File: src/rtl/md5bsh_pkg.sv
// shared types, constants and round tables for the md5 byte stream hasher
package md5bsh_pkg;

  // request kinds carried on the input tuser
  localparam logic REQ_ADD    = 1'b0;
  localparam logic REQ_FINISH = 1'b1;

  // initial chaining vector
  localparam logic [31:0] IV_A = 32'h67452301;
  localparam logic [31:0] IV_B = 32'hefcdab89;
  localparam logic [31:0] IV_C = 32'h98badcfe;
  localparam logic [31:0] IV_D = 32'h10325476;

  // padding marker byte
  localparam logic [7:0] PAD_BYTE = 8'h80;

  // working variables of one compression
  typedef struct packed {
    logic [31:0] a;
    logic [31:0] b;
    logic [31:0] c;
    logic [31:0] d;
  } quad_t;

  // additive constant of each step
  function automatic logic [31:0] step_const(input logic [5:0] i);
    logic [31:0] k;
    case (i)
      6'd0:  k = 32'hd76aa478;  6'd1:  k = 32'he8c7b756;
      6'd2:  k = 32'h242070db;  6'd3:  k = 32'hc1bdceee;
      6'd4:  k = 32'hf57c0faf;  6'd5:  k = 32'h4787c62a;
      6'd6:  k = 32'ha8304613;  6'd7:  k = 32'hfd469501;
      6'd8:  k = 32'h698098d8;  6'd9:  k = 32'h8b44f7af;
      6'd10: k = 32'hffff5bb1;  6'd11: k = 32'h895cd7be;
      6'd12: k = 32'h6b901122;  6'd13: k = 32'hfd987193;
      6'd14: k = 32'ha679438e;  6'd15: k = 32'h49b40821;
      6'd16: k = 32'hf61e2562;  6'd17: k = 32'hc040b340;
      6'd18: k = 32'h265e5a51;  6'd19: k = 32'he9b6c7aa;
      6'd20: k = 32'hd62f105d;  6'd21: k = 32'h02441453;
      6'd22: k = 32'hd8a1e681;  6'd23: k = 32'he7d3fbc8;
      6'd24: k = 32'h21e1cde6;  6'd25: k = 32'hc33707d6;
      6'd26: k = 32'hf4d50d87;  6'd27: k = 32'h455a14ed;
      6'd28: k = 32'ha9e3e905;  6'd29: k = 32'hfcefa3f8;
      6'd30: k = 32'h676f02d9;  6'd31: k = 32'h8d2a4c8a;
      6'd32: k = 32'hfffa3942;  6'd33: k = 32'h8771f681;
      6'd34: k = 32'h6d9d6122;  6'd35: k = 32'hfde5380c;
      6'd36: k = 32'ha4beea44;  6'd37: k = 32'h4bdecfa9;
      6'd38: k = 32'hf6bb4b60;  6'd39: k = 32'hbebfbc70;
      6'd40: k = 32'h289b7ec6;  6'd41: k = 32'heaa127fa;
      6'd42: k = 32'hd4ef3085;  6'd43: k = 32'h04881d05;
      6'd44: k = 32'hd9d4d039;  6'd45: k = 32'he6db99e5;
      6'd46: k = 32'h1fa27cf8;  6'd47: k = 32'hc4ac5665;
      6'd48: k = 32'hf4292244;  6'd49: k = 32'h432aff97;
      6'd50: k = 32'hab9423a7;  6'd51: k = 32'hfc93a039;
      6'd52: k = 32'h655b59c3;  6'd53: k = 32'h8f0ccc92;
      6'd54: k = 32'hffeff47d;  6'd55: k = 32'h85845dd1;
      6'd56: k = 32'h6fa87e4f;  6'd57: k = 32'hfe2ce6e0;
      6'd58: k = 32'ha3014314;  6'd59: k = 32'h4e0811a1;
      6'd60: k = 32'hf7537e82;  6'd61: k = 32'hbd3af235;
      6'd62: k = 32'h2ad7d2bb;  6'd63: k = 32'heb86d391;
      default: k = 32'h0;
    endcase
    return k;
  endfunction

  // left rotate amount of each step
  function automatic logic [4:0] step_rot(input logic [5:0] i);
    logic [4:0] s;
    case ({i[5:4], i[1:0]})
      4'd0:  s = 5'd7;   4'd1:  s = 5'd12;  4'd2:  s = 5'd17;  4'd3:  s = 5'd22;
      4'd4:  s = 5'd5;   4'd5:  s = 5'd9;   4'd6:  s = 5'd14;  4'd7:  s = 5'd20;
      4'd8:  s = 5'd4;   4'd9:  s = 5'd11;  4'd10: s = 5'd16;  4'd11: s = 5'd23;
      4'd12: s = 5'd6;   4'd13: s = 5'd10;  4'd14: s = 5'd15;  4'd15: s = 5'd21;
      default: s = 5'd0;
    endcase
    return s;
  endfunction

  // message word used by each step
  function automatic logic [3:0] msg_index(input logic [5:0] i);
    logic [3:0] g;
    case (i[5:4])
      2'd0:    g = i[3:0];
      2'd1:    g = 4'((i[3:0] << 2) + i[3:0] + 4'd1);
      2'd2:    g = 4'((i[3:0] << 1) + i[3:0] + 4'd5);
      2'd3:    g = 4'((i[3:0] << 3) - i[3:0]);
      default: g = i[3:0];
    endcase
    return g;
  endfunction

endpackage

File: src/rtl/md5bsh_ram.sv
// generic single write, single read port ram with registered read data
module md5bsh_ram #(
  parameter int WIDTH = 32,
  parameter int DEPTH = 16
) (
  input  logic                     clk,
  input  logic                     wr_en,
  input  logic [$clog2(DEPTH)-1:0] wr_addr,
  input  logic [WIDTH-1:0]         wr_data,
  input  logic [$clog2(DEPTH)-1:0] rd_addr,
  output logic [WIDTH-1:0]         rd_data
);

  logic [WIDTH-1:0] mem [DEPTH];

  // write port and registered read port
  always_ff @(posedge clk) begin
    if (wr_en) begin
      mem[wr_addr] <= wr_data;
    end
    rd_data <= mem[rd_addr];
  end

endmodule

File: src/rtl/md5bsh_step.sv
// one md5 compression step on the working variables
module md5bsh_step (
  input  md5bsh_pkg::quad_t cur,
  input  logic [31:0]       msg_word,
  input  logic [5:0]        step_idx,
  output md5bsh_pkg::quad_t nxt
);

  logic [31:0] f;
  logic [31:0] sum;
  logic [4:0]  rot;
  logic [63:0] dbl;

  // round function selected by step group
  always_comb begin
    case (step_idx[5:4])
      2'd0:    f = cur.d ^ (cur.b & (cur.c ^ cur.d));
      2'd1:    f = cur.c ^ (cur.d & (cur.b ^ cur.c));
      2'd2:    f = cur.b ^ cur.c ^ cur.d;
      2'd3:    f = cur.c ^ (cur.b | ~cur.d);
      default: f = 32'h0;
    endcase
  end

  // add, rotate and shift the variables
  always_comb begin
    sum    = f + cur.a + md5bsh_pkg::step_const(step_idx) + msg_word;
    rot    = md5bsh_pkg::step_rot(step_idx);
    dbl    = {sum, sum} << rot;
    nxt.a  = cur.d;
    nxt.d  = cur.c;
    nxt.c  = cur.b;
    nxt.b  = cur.b + dbl[63:32];
  end

endmodule

File: src/rtl/md5_byte_stream_hasher_core.sv
// md5 hasher over a byte stream: sequencer, byte packing and chaining state
//
// Input channel: each transfer carries one request. in_tuser = 0 adds the
// byte in in_tdata to the message; in_tuser = 1 finishes the message.
// Output channel: a finish produces four transfers, digest words a, b, c, d,
// with the word position on out_tuser and out_tlast on word d.
// The message block lives in a 16 x 32 ram; bytes are packed into a word
// register and written once per four bytes.
// Sequence: an add stores its byte; the add that completes a 64 byte block is
// followed by compression (64 steps, one per cycle, after a ram read lead
// step, then one chaining add); no byte is taken while it runs. A finish
// writes the closing word, fills the remaining words with zeros and the
// length, compresses, and fills and compresses a further block when the
// length does not fit the current block, then the four words follow.
// One request is handled at a time; in_tready is high only between requests.
// If the receiver stalls, the current digest word holds on out_tdata.
// Reset (rst_n low, synchronous) loads the initial chaining vector and
// clears the byte count; the block ram needs no clearing.
module md5_byte_stream_hasher_core (
  input  logic        clk,
  input  logic        rst_n,
  input  logic        in_tvalid,
  output logic        in_tready,
  input  logic [7:0]  in_tdata,   // [7:0] data_byte
  input  logic        in_tuser,   // [0] req_type
  output logic        out_tvalid,
  input  logic        out_tready,
  output logic [31:0] out_tdata,  // [31:0] digest_word
  output logic [1:0]  out_tuser,  // [1:0] word_index
  output logic        out_tlast
);

  localparam logic [2:0] ST_IDLE = 3'd0;
  localparam logic [2:0] ST_FILL = 3'd1;
  localparam logic [2:0] ST_COMP = 3'd2;
  localparam logic [2:0] ST_ADD  = 3'd3;
  localparam logic [2:0] ST_OUT  = 3'd4;

  localparam logic [6:0] LAST_STEP = 7'd64;

  logic [2:0]        state_r, state_nxt;
  logic [63:0]       cnt_r, cnt_nxt;
  logic [23:0]       part_r, part_nxt;
  logic [3:0]        fa_r, fa_nxt;
  logic              pad2_r, pad2_nxt;
  logic              final_r, final_nxt;
  logic [6:0]        step_r, step_nxt;
  logic [1:0]        idx_r, idx_nxt;
  logic [31:0]       chain_r [4];
  logic [31:0]       chain_nxt [4];
  md5bsh_pkg::quad_t work_r, work_nxt;
  md5bsh_pkg::quad_t step_out;

  logic        in_xfer;
  logic        out_xfer;
  logic [5:0]  used;
  logic [1:0]  pos;
  logic [3:0]  wi;
  logic [31:0] fin_word;
  logic [63:0] bits;
  logic        ram_we;
  logic [3:0]  ram_waddr;
  logic [31:0] ram_wdata;
  logic [3:0]  ram_raddr;
  logic [31:0] ram_rdata;
  logic [5:0]  cur_step;

  assign in_xfer  = in_tvalid && in_tready;
  assign out_xfer = out_tvalid && out_tready;
  assign used     = cnt_r[5:0];
  assign pos      = used[1:0];
  assign wi       = used[5:2];
  assign bits     = {cnt_r[60:0], 3'b000};
  assign cur_step = 6'(step_r - 7'd1);

  // handshake outputs
  assign in_tready  = (state_r == ST_IDLE);
  assign out_tvalid = (state_r == ST_OUT);
  assign out_tdata  = chain_r[idx_r];
  assign out_tuser  = idx_r;
  assign out_tlast  = (idx_r == 2'd3);

  // closing word: earlier bytes, the pad marker, then zeros
  always_comb begin
    for (int k = 0; k < 4; k++) begin
      if (2'(k) < pos) begin
        fin_word[k*8 +: 8] = (k < 3) ? part_r[(k%3)*8 +: 8] : 8'h00;
      end else if (2'(k) == pos) begin
        fin_word[k*8 +: 8] = md5bsh_pkg::PAD_BYTE;
      end else begin
        fin_word[k*8 +: 8] = 8'h00;
      end
    end
  end

  // block ram write port
  always_comb begin
    ram_we    = 1'b0;
    ram_waddr = wi;
    ram_wdata = {in_tdata, part_r};
    if (state_r == ST_IDLE && in_xfer) begin
      if (in_tuser == md5bsh_pkg::REQ_FINISH) begin
        ram_we    = 1'b1;
        ram_wdata = fin_word;
      end else begin
        ram_we = (pos == 2'd3);
      end
    end else if (state_r == ST_FILL) begin
      ram_we    = 1'b1;
      ram_waddr = fa_r;
      if (!pad2_r && fa_r == 4'd14) begin
        ram_wdata = bits[31:0];
      end else if (!pad2_r && fa_r == 4'd15) begin
        ram_wdata = bits[63:32];
      end else begin
        ram_wdata = 32'h0;
      end
    end
  end

  // address of the message word for the next step, read through the registered ram port
  assign ram_raddr = md5bsh_pkg::msg_index(step_r[5:0]);

  md5bsh_ram #(
    .WIDTH (32),
    .DEPTH (16)
  ) u_block_ram (
    .clk     (clk),
    .wr_en   (ram_we),
    .wr_addr (ram_waddr),
    .wr_data (ram_wdata),
    .rd_addr (ram_raddr),
    .rd_data (ram_rdata)
  );

  md5bsh_step u_step (
    .cur      (work_r),
    .msg_word (ram_rdata),
    .step_idx (cur_step),
    .nxt      (step_out)
  );

  // sequencer
  always_comb begin
    state_nxt = state_r;
    cnt_nxt   = cnt_r;
    part_nxt  = part_r;
    fa_nxt    = fa_r;
    pad2_nxt  = pad2_r;
    final_nxt = final_r;
    step_nxt  = step_r;
    idx_nxt   = idx_r;
    work_nxt  = work_r;
    for (int i = 0; i < 4; i++) begin
      chain_nxt[i] = chain_r[i];
    end
    case (state_r)
      ST_IDLE: begin
        if (in_xfer) begin
          step_nxt = 7'd0;
          if (in_tuser == md5bsh_pkg::REQ_FINISH) begin
            final_nxt = 1'b1;
            pad2_nxt  = (wi >= 4'd14);
            fa_nxt    = 4'(wi + 4'd1);
            state_nxt = (wi == 4'd15) ? ST_COMP : ST_FILL;
          end else begin
            cnt_nxt = cnt_r + 64'd1;
            if (pos != 2'd3) begin
              part_nxt[pos*8 +: 8] = in_tdata;
            end
            if (used == 6'd63) begin
              state_nxt = ST_COMP;
            end
          end
        end
      end
      ST_FILL: begin
        fa_nxt = 4'(fa_r + 4'd1);
        if (fa_r == 4'd15) begin
          step_nxt  = 7'd0;
          state_nxt = ST_COMP;
        end
      end
      ST_COMP: begin
        step_nxt = step_r + 7'd1;
        if (step_r == 7'd0) begin
          work_nxt = '{a: chain_r[0], b: chain_r[1], c: chain_r[2], d: chain_r[3]};
        end else begin
          work_nxt = step_out;
        end
        if (step_r == LAST_STEP) begin
          state_nxt = ST_ADD;
        end
      end
      ST_ADD: begin
        chain_nxt[0] = chain_r[0] + work_r.a;
        chain_nxt[1] = chain_r[1] + work_r.b;
        chain_nxt[2] = chain_r[2] + work_r.c;
        chain_nxt[3] = chain_r[3] + work_r.d;
        if (pad2_r) begin
          pad2_nxt  = 1'b0;
          fa_nxt    = 4'd0;
          state_nxt = ST_FILL;
        end else if (final_r) begin
          idx_nxt   = 2'd0;
          state_nxt = ST_OUT;
        end else begin
          state_nxt = ST_IDLE;
        end
      end
      ST_OUT: begin
        if (out_xfer) begin
          idx_nxt = 2'(idx_r + 2'd1);
          if (idx_r == 2'd3) begin
            chain_nxt[0] = md5bsh_pkg::IV_A;
            chain_nxt[1] = md5bsh_pkg::IV_B;
            chain_nxt[2] = md5bsh_pkg::IV_C;
            chain_nxt[3] = md5bsh_pkg::IV_D;
            cnt_nxt      = 64'd0;
            final_nxt    = 1'b0;
            state_nxt    = ST_IDLE;
          end
        end
      end
      default: begin
        state_nxt = ST_IDLE;
      end
    endcase
  end

  // control and chaining registers
  always_ff @(posedge clk) begin
    if (!rst_n) begin
      state_r    <= ST_IDLE;
      cnt_r      <= 64'd0;
      pad2_r     <= 1'b0;
      final_r    <= 1'b0;
      step_r     <= 7'd0;
      idx_r      <= 2'd0;
      chain_r[0] <= md5bsh_pkg::IV_A;
      chain_r[1] <= md5bsh_pkg::IV_B;
      chain_r[2] <= md5bsh_pkg::IV_C;
      chain_r[3] <= md5bsh_pkg::IV_D;
    end else begin
      state_r <= state_nxt;
      cnt_r   <= cnt_nxt;
      pad2_r  <= pad2_nxt;
      final_r <= final_nxt;
      step_r  <= step_nxt;
      idx_r   <= idx_nxt;
      for (int i = 0; i < 4; i++) begin
        chain_r[i] <= chain_nxt[i];
      end
    end
  end

  // payload registers
  always_ff @(posedge clk) begin
    part_r <= part_nxt;
    fa_r   <= fa_nxt;
    work_r <= work_nxt;
  end

`ifndef NO_ASSERTIONS
  // never take a request while a digest is being delivered
  a_no_overlap: assert property (@(posedge clk) disable iff (!rst_n)
    !(in_tready && out_tvalid))
    else $error("input ready while digest pending");

  // the block ram is not written during compression
  a_no_write_in_comp: assert property (@(posedge clk) disable iff (!rst_n)
    (state_r == ST_COMP) |-> !ram_we)
    else $error("block write during compression");

  // step counter stays within one compression
  a_step_range: assert property (@(posedge clk) disable iff (!rst_n)
    (state_r == ST_COMP) |-> (step_r <= LAST_STEP))
    else $error("step counter overran");

  // a completed digest leaves a fresh message state
  a_fresh_after_digest: assert property (@(posedge clk) disable iff (!rst_n)
    (out_xfer && out_tlast) |=> (cnt_r == 64'd0 && chain_r[0] == md5bsh_pkg::IV_A
                                 && state_r == ST_IDLE))
    else $error("state not reinitialized after digest");

  // an add that fills the block starts compression
  a_full_block_compress: assert property (@(posedge clk) disable iff (!rst_n)
    (in_xfer && in_tuser == md5bsh_pkg::REQ_ADD && used == 6'd63) |=>
    (state_r == ST_COMP && step_r == 7'd0))
    else $error("full block not compressed");
`endif

endmodule
File: config.mk
export PLATFORM = sky130hd
export DESIGN_NAME = md5_byte_stream_hasher_core
export DESIGN_NICKNAME = d
export VERILOG_FILES = /design/src/rtl/md5bsh_pkg.sv /design/src/rtl/md5bsh_ram.sv /design/src/rtl/md5bsh_step.sv /design/src/rtl/md5_byte_stream_hasher_core.sv
export SDC_FILE = /design/constraint.sdc
export NUM_CORES = 2
export LEC_CHECK = 0
export ABC_CLOCK_PERIOD_IN_PS = 15400
export BUFFER_PORTS_ARGS = -buffer_cell sky130_fd_sc_hd__clkbuf_2
export CAP_MARGIN = 20
export CORE_ASPECT_RATIO = 0.75
export CORE_MARGIN = 3
export CORE_UTILIZATION = 45
export CTS_CLUSTER_DIAMETER = 120
export DETAILED_ROUTE_END_ITERATION = 12
export PLACE_DENSITY = 0.68
export SYNTH_ARGS = -nofsm -noshare
export SYNTH_HDL_FRONTEND = slang
export SYNTH_SLANG_ARGS = --single-unit
export TNS_END_PERCENT = 5
File: constraint.sdc
create_clock -name clk -period 15.4 [get_ports clk]
set_input_delay 0.77 -clock clk [delete_from_list [all_inputs] [get_ports clk]]
set_output_delay 0.77 -clock clk [all_outputs]
set_load 0.01 [all_outputs]
==> metrics.md <==
| Metric | Value |
|---|---|
| CTS tree | `yes` |
| Number of synthesized register bits | `905` |
| Die Ht | `305 µm` |
| Number of buffers added for setup after CTS | `0` |
| Delay of the slowest cell on the worst path | `0.80 ns` |
| Clock slew at the register clock pins of the worst setup and hold paths | `0.06 ns` |
| GR met1 Demand/Resource | `41.0%` |
| Sequential element share of the synthesized area | `46.3%` |
| Fraction of final layout cells with drive strength greater than 1 | `13.5%` |
| Setup violators final | `0` |
| Time the worst path needs with I/O delays and setup | `13.98 ns` |
| Mean Syn Cell Area | `10.9 µm²` |
| Final slew viol count | `0` |
| Drt via density | `6.28` |
| CTS sink count | `905` |
| Antenna violations before repair | `3` |
| Critical path capture point type | `flip-flop` |
| DRT Pass-1 Iters | `7` |
| Met3 Track Usage GR | `5.45%` |
| Maximum number of pins on one net before global-route repair | `131` |
| Area growth from synthesis to layout | `10.5%` |
| Outcome | `completed` |
| CTS H-tree depth | `3` |
| Synth async-reset ratio | `0%` |
| Total congestion overflow | `0` |
| Row cnt | `108` |
| Max Clock Freq | `0.0715 GHz` |
| Slowest CP cell | `sky130_fd_sc_hd__ha_1` |
| Final total negative setup slack | `0 ns` |
| Post-cts gate resize count | `0` |
| EDFF count, synth | `668` |
| Final HPWL from detailed placement | `112000 µm` |
| Required time at the endpoint of the critical path | `15.80 ns` |
| Hold/Removal Path Class | `in -> reg` |
| Post-Synthesis Cells | `4913` |
| Hold path startpoint | `in_tdata[7]` |
| CTS Buffer Depth | `3` |
| Startpoint kind of the worst setup timing path | `flip-flop` |
| Top cells by area, synth | `sky130_fd_sc_hd__edfxtp_1 37%, sky130_fd_sc_hd__dfxtp_1 8.9%, sky130_fd_sc_hd__mux4_2 7.0%` |
| Number of vias in the routed layout | `40900` |
| Initial core utilization | `45.8%` |
| Placeable Area | `117000 µm²` |
| Net count after synthesis | `5220` |
| Final net count | `5198` |
| Primary flip-flop cell chosen by synthesis mapping | `sky130_fd_sc_hd__edfxtp_1` |
| Count of cells along the worst register-to-register path | `39` |
| Hold Crit Depth | `2` |
| Share of the synthesized area in the top cell type | `37.5%` |
| Slew of the pin with the lowest slew margin | `1.16 ns` |
| RSZ-0062 raised after global routing | `no` |
| Count of different cell masters after synthesis | `101` |
| Arrival time at the worst endpoint | `14.38 ns` |
| Critical path start-end classification | `reg -> reg` |
| Area of the die | `123000 µm²` |
| Insertion delay to the later sink of the worst-skew pair | `0.71 ns` |
| Library cell with the largest summed area after synthesis | `sky130_fd_sc_hd__edfxtp_1` |
| DRC | `0` |
| Number of buffers added on ports | `49` |
| Yosys warning count | `0` |
| Reg-to-Reg Start | `step_r[1]` |
| Number of global-route vias before repair | `38600` |
| Portion of the clock cycle consumed by the worst path in the final layout | `90.8%` |
| Residual antenna-violating net count after detailed routing | `0` |
| TritonCTS Buffers | `95` |
| GRT busiest layer | `met1` |
| Clock Tree Root | `sky130_fd_sc_hd__clkbuf_16` |
| Final weighted congestion in routability-driven placement | `0.968` |
| Max-capacitance violation count | `0` |
| Die Wd | `404 µm` |
| Hold-fix buffers, CTS | `0` |
| Met2 track demand over resource | `37.4%` |
| Area of the mapped netlist | `53600 µm²` |
| All-Layer GR Usage | `26.4%` |
| Worst setup path startpoint | `step_r[1]` |
| Per-cell routed wire length | `25.4 µm` |
| Overall routed net length | `165000 µm` |
| Relative max-transition margin | `22.6%` |
| First-pass GRT wire length | `249000 µm` |
| Number of design-rule violations left by the first detailed-router iteration | `5172` |
| Total of fill cells in the finished design | `10100` |
| Worst-path maximum fanout | `18` |
| Maximum clock skew at final layout | `0.0424 ns` |
| Total I/O pin count | `50` |
| Final hold vios | `0` |
==> state kept, by name, indices dropped and copies added (netlist names), named ones only <==
name                 count
pad2_r                   1
fa_r                     4
u_block_ram.mem        512
step_r                   7
out_tuser                2
final_r                  1
state_r                  3
part_r                  24
cnt_r                   61
u_block_ram.rd_data     32
work_r                 128
chain_r                128
==> per-stage QoR <==
step	setup slack, ns	hold slack, ns	utilization (%)	std cells	cell area, µm²
floorplan	4.63	0.437	-	4913	53600
global placement	2.36	0.452	47.7	6332	55700
detailed placement	2.20	0.466	47.7	6332	55700
CTS	2.13	0.381	50.6	6512	59100
global route	0.923	0.394	50.6	6514	59200
finish	1.42	0.420	50.6	6515	59200
==> cell usage in the layout (no fill, tap or decap), types with 68 or more instances in the layout <==
cell type                   Yosys  final
sky130_fd_sc_hd__mux2_2       113    113
sky130_fd_sc_hd__a21o_1        68     68
sky130_fd_sc_hd__o21ai_0      263    257
sky130_fd_sc_hd__dfxtp_1      237    235
sky130_fd_sc_hd__clkbuf_16      0     97
sky130_fd_sc_hd__ha_1         224    223
sky130_fd_sc_hd__mux2i_1      100    100
sky130_fd_sc_hd__a31oi_1      107    105
sky130_fd_sc_hd__buf_4          1     94
sky130_fd_sc_hd__xor2_1        99     99
sky130_fd_sc_hd__o22ai_1       89     89
sky130_fd_sc_hd__edfxtp_1     668    668
sky130_fd_sc_hd__nor2_1       344    324
sky130_fd_sc_hd__nor2b_1       76     76
sky130_fd_sc_hd__a21oi_1      267    266
sky130_fd_sc_hd__nand2_1      501    500
sky130_fd_sc_hd__xnor2_1      187    184
sky130_fd_sc_hd__nand3_1       96     95
sky130_fd_sc_hd__fa_1          70     70
sky130_fd_sc_hd__inv_1        186    186
sky130_fd_sc_hd__mux4_2       166    166
sky130_fd_sc_hd__a211oi_1     101    100
sky130_fd_sc_hd__and2_1        81     80
==> area by class of cell <==
| class | instances | area, µm² | area share [%] |
|---|---|---|---|
| timing repair buffer | 147 | 1040 | 1.76 |
| clock buffer | 120 | 2580 | 4.37 |
| sequential | 905 | 24800 | 41.9 |
| inverter | 190 | 713 | 1.21 |
| tap | 1540 | 1930 | 3.26 |
| clock inverter | 60 | 816 | 1.38 |
| antenna | 1 | 2.50 | 0.00423 |
| multi-input combinational | 3552 | 27300 | 46.1 |
==> final timing paths <==
check	endpoint	slack (ns)
max	work_r[92]	1.42
min	part_r[7]	0.42
max reg2reg	work_r[92]	1.42
min reg2reg	final_r	0.47
==> worst max-delay path: cells and delay by family (launching register included) <==
kind,cells,cell delay (ns)
flip-flops,1,0.52
buffers and inverters,4,1.85
adder cells (fa/ha/maj),7,3.55
AND/OR/NAND/NOR,7,1.43
XOR/XNOR,2,0.36
multiplexers,3,0.85
AO/OA/AOI/OAI,16,5.14
==> kinds of logic after synthesis <==
group / Yosys count / synth area share [%]
buf+inv: 456 / 3.32
fa+ha+maj: 294 / 7.85
mux: 379 / 11.2
simple gates: 1344 / 11.6
compound gates: 1245 / 14.9
flops: 905 / 46.3
xor+xnor: 290 / 4.81
==> synthesized netlist by cell type, types with 10 or more instances <==
master,instances
sky130_fd_sc_hd__and3_1,40
sky130_fd_sc_hd__a211oi_1,101
sky130_fd_sc_hd__ha_1,224
sky130_fd_sc_hd__nand2_1,501
sky130_fd_sc_hd__nand3_1,96
sky130_fd_sc_hd__clkbuf_1,190
sky130_fd_sc_hd__o22ai_1,89
sky130_fd_sc_hd__and2_1,81
sky130_fd_sc_hd__mux4_2,166
sky130_fd_sc_hd__a311oi_1,12
sky130_fd_sc_hd__a221oi_1,11
sky130_fd_sc_hd__nor3_1,65
sky130_fd_sc_hd__a22oi_1,40
sky130_fd_sc_hd__a21o_1,68
sky130_fd_sc_hd__nor3b_1,11
sky130_fd_sc_hd__mux2_2,113
sky130_fd_sc_hd__nand4_1,23
sky130_fd_sc_hd__buf_1,48
sky130_fd_sc_hd__o21bai_1,16
sky130_fd_sc_hd__o211ai_1,28
sky130_fd_sc_hd__or2_2,13
sky130_fd_sc_hd__inv_1,186
sky130_fd_sc_hd__a31oi_1,107
sky130_fd_sc_hd__fa_1,70
sky130_fd_sc_hd__o21ai_1,19
sky130_fd_sc_hd__xor2_1,99
sky130_fd_sc_hd__or3_1,31
sky130_fd_sc_hd__a21oi_1,267
sky130_fd_sc_hd__buf_2,23
sky130_fd_sc_hd__dfxtp_1,237
sky130_fd_sc_hd__xnor2_1,187
sky130_fd_sc_hd__nor2b_1,76
sky130_fd_sc_hd__a21boi_0,14
sky130_fd_sc_hd__nand2b_1,28
sky130_fd_sc_hd__edfxtp_1,668
sky130_fd_sc_hd__a2111oi_0,10
sky130_fd_sc_hd__o21a_1,63
sky130_fd_sc_hd__o31ai_1,24
sky130_fd_sc_hd__o21ai_0,263
sky130_fd_sc_hd__nor2_1,344
sky130_fd_sc_hd__mux2i_1,100
==> layer usage <==
metal	routed length, µm	part of all wire [%]
met1	74100	45
met3	17600	11
met5	0	0
met4	4360	2.6
met2	69400	42
Power is not shown: default switching activity piles up to over one toggle a cycle in this logic, so the estimate is an artifact.
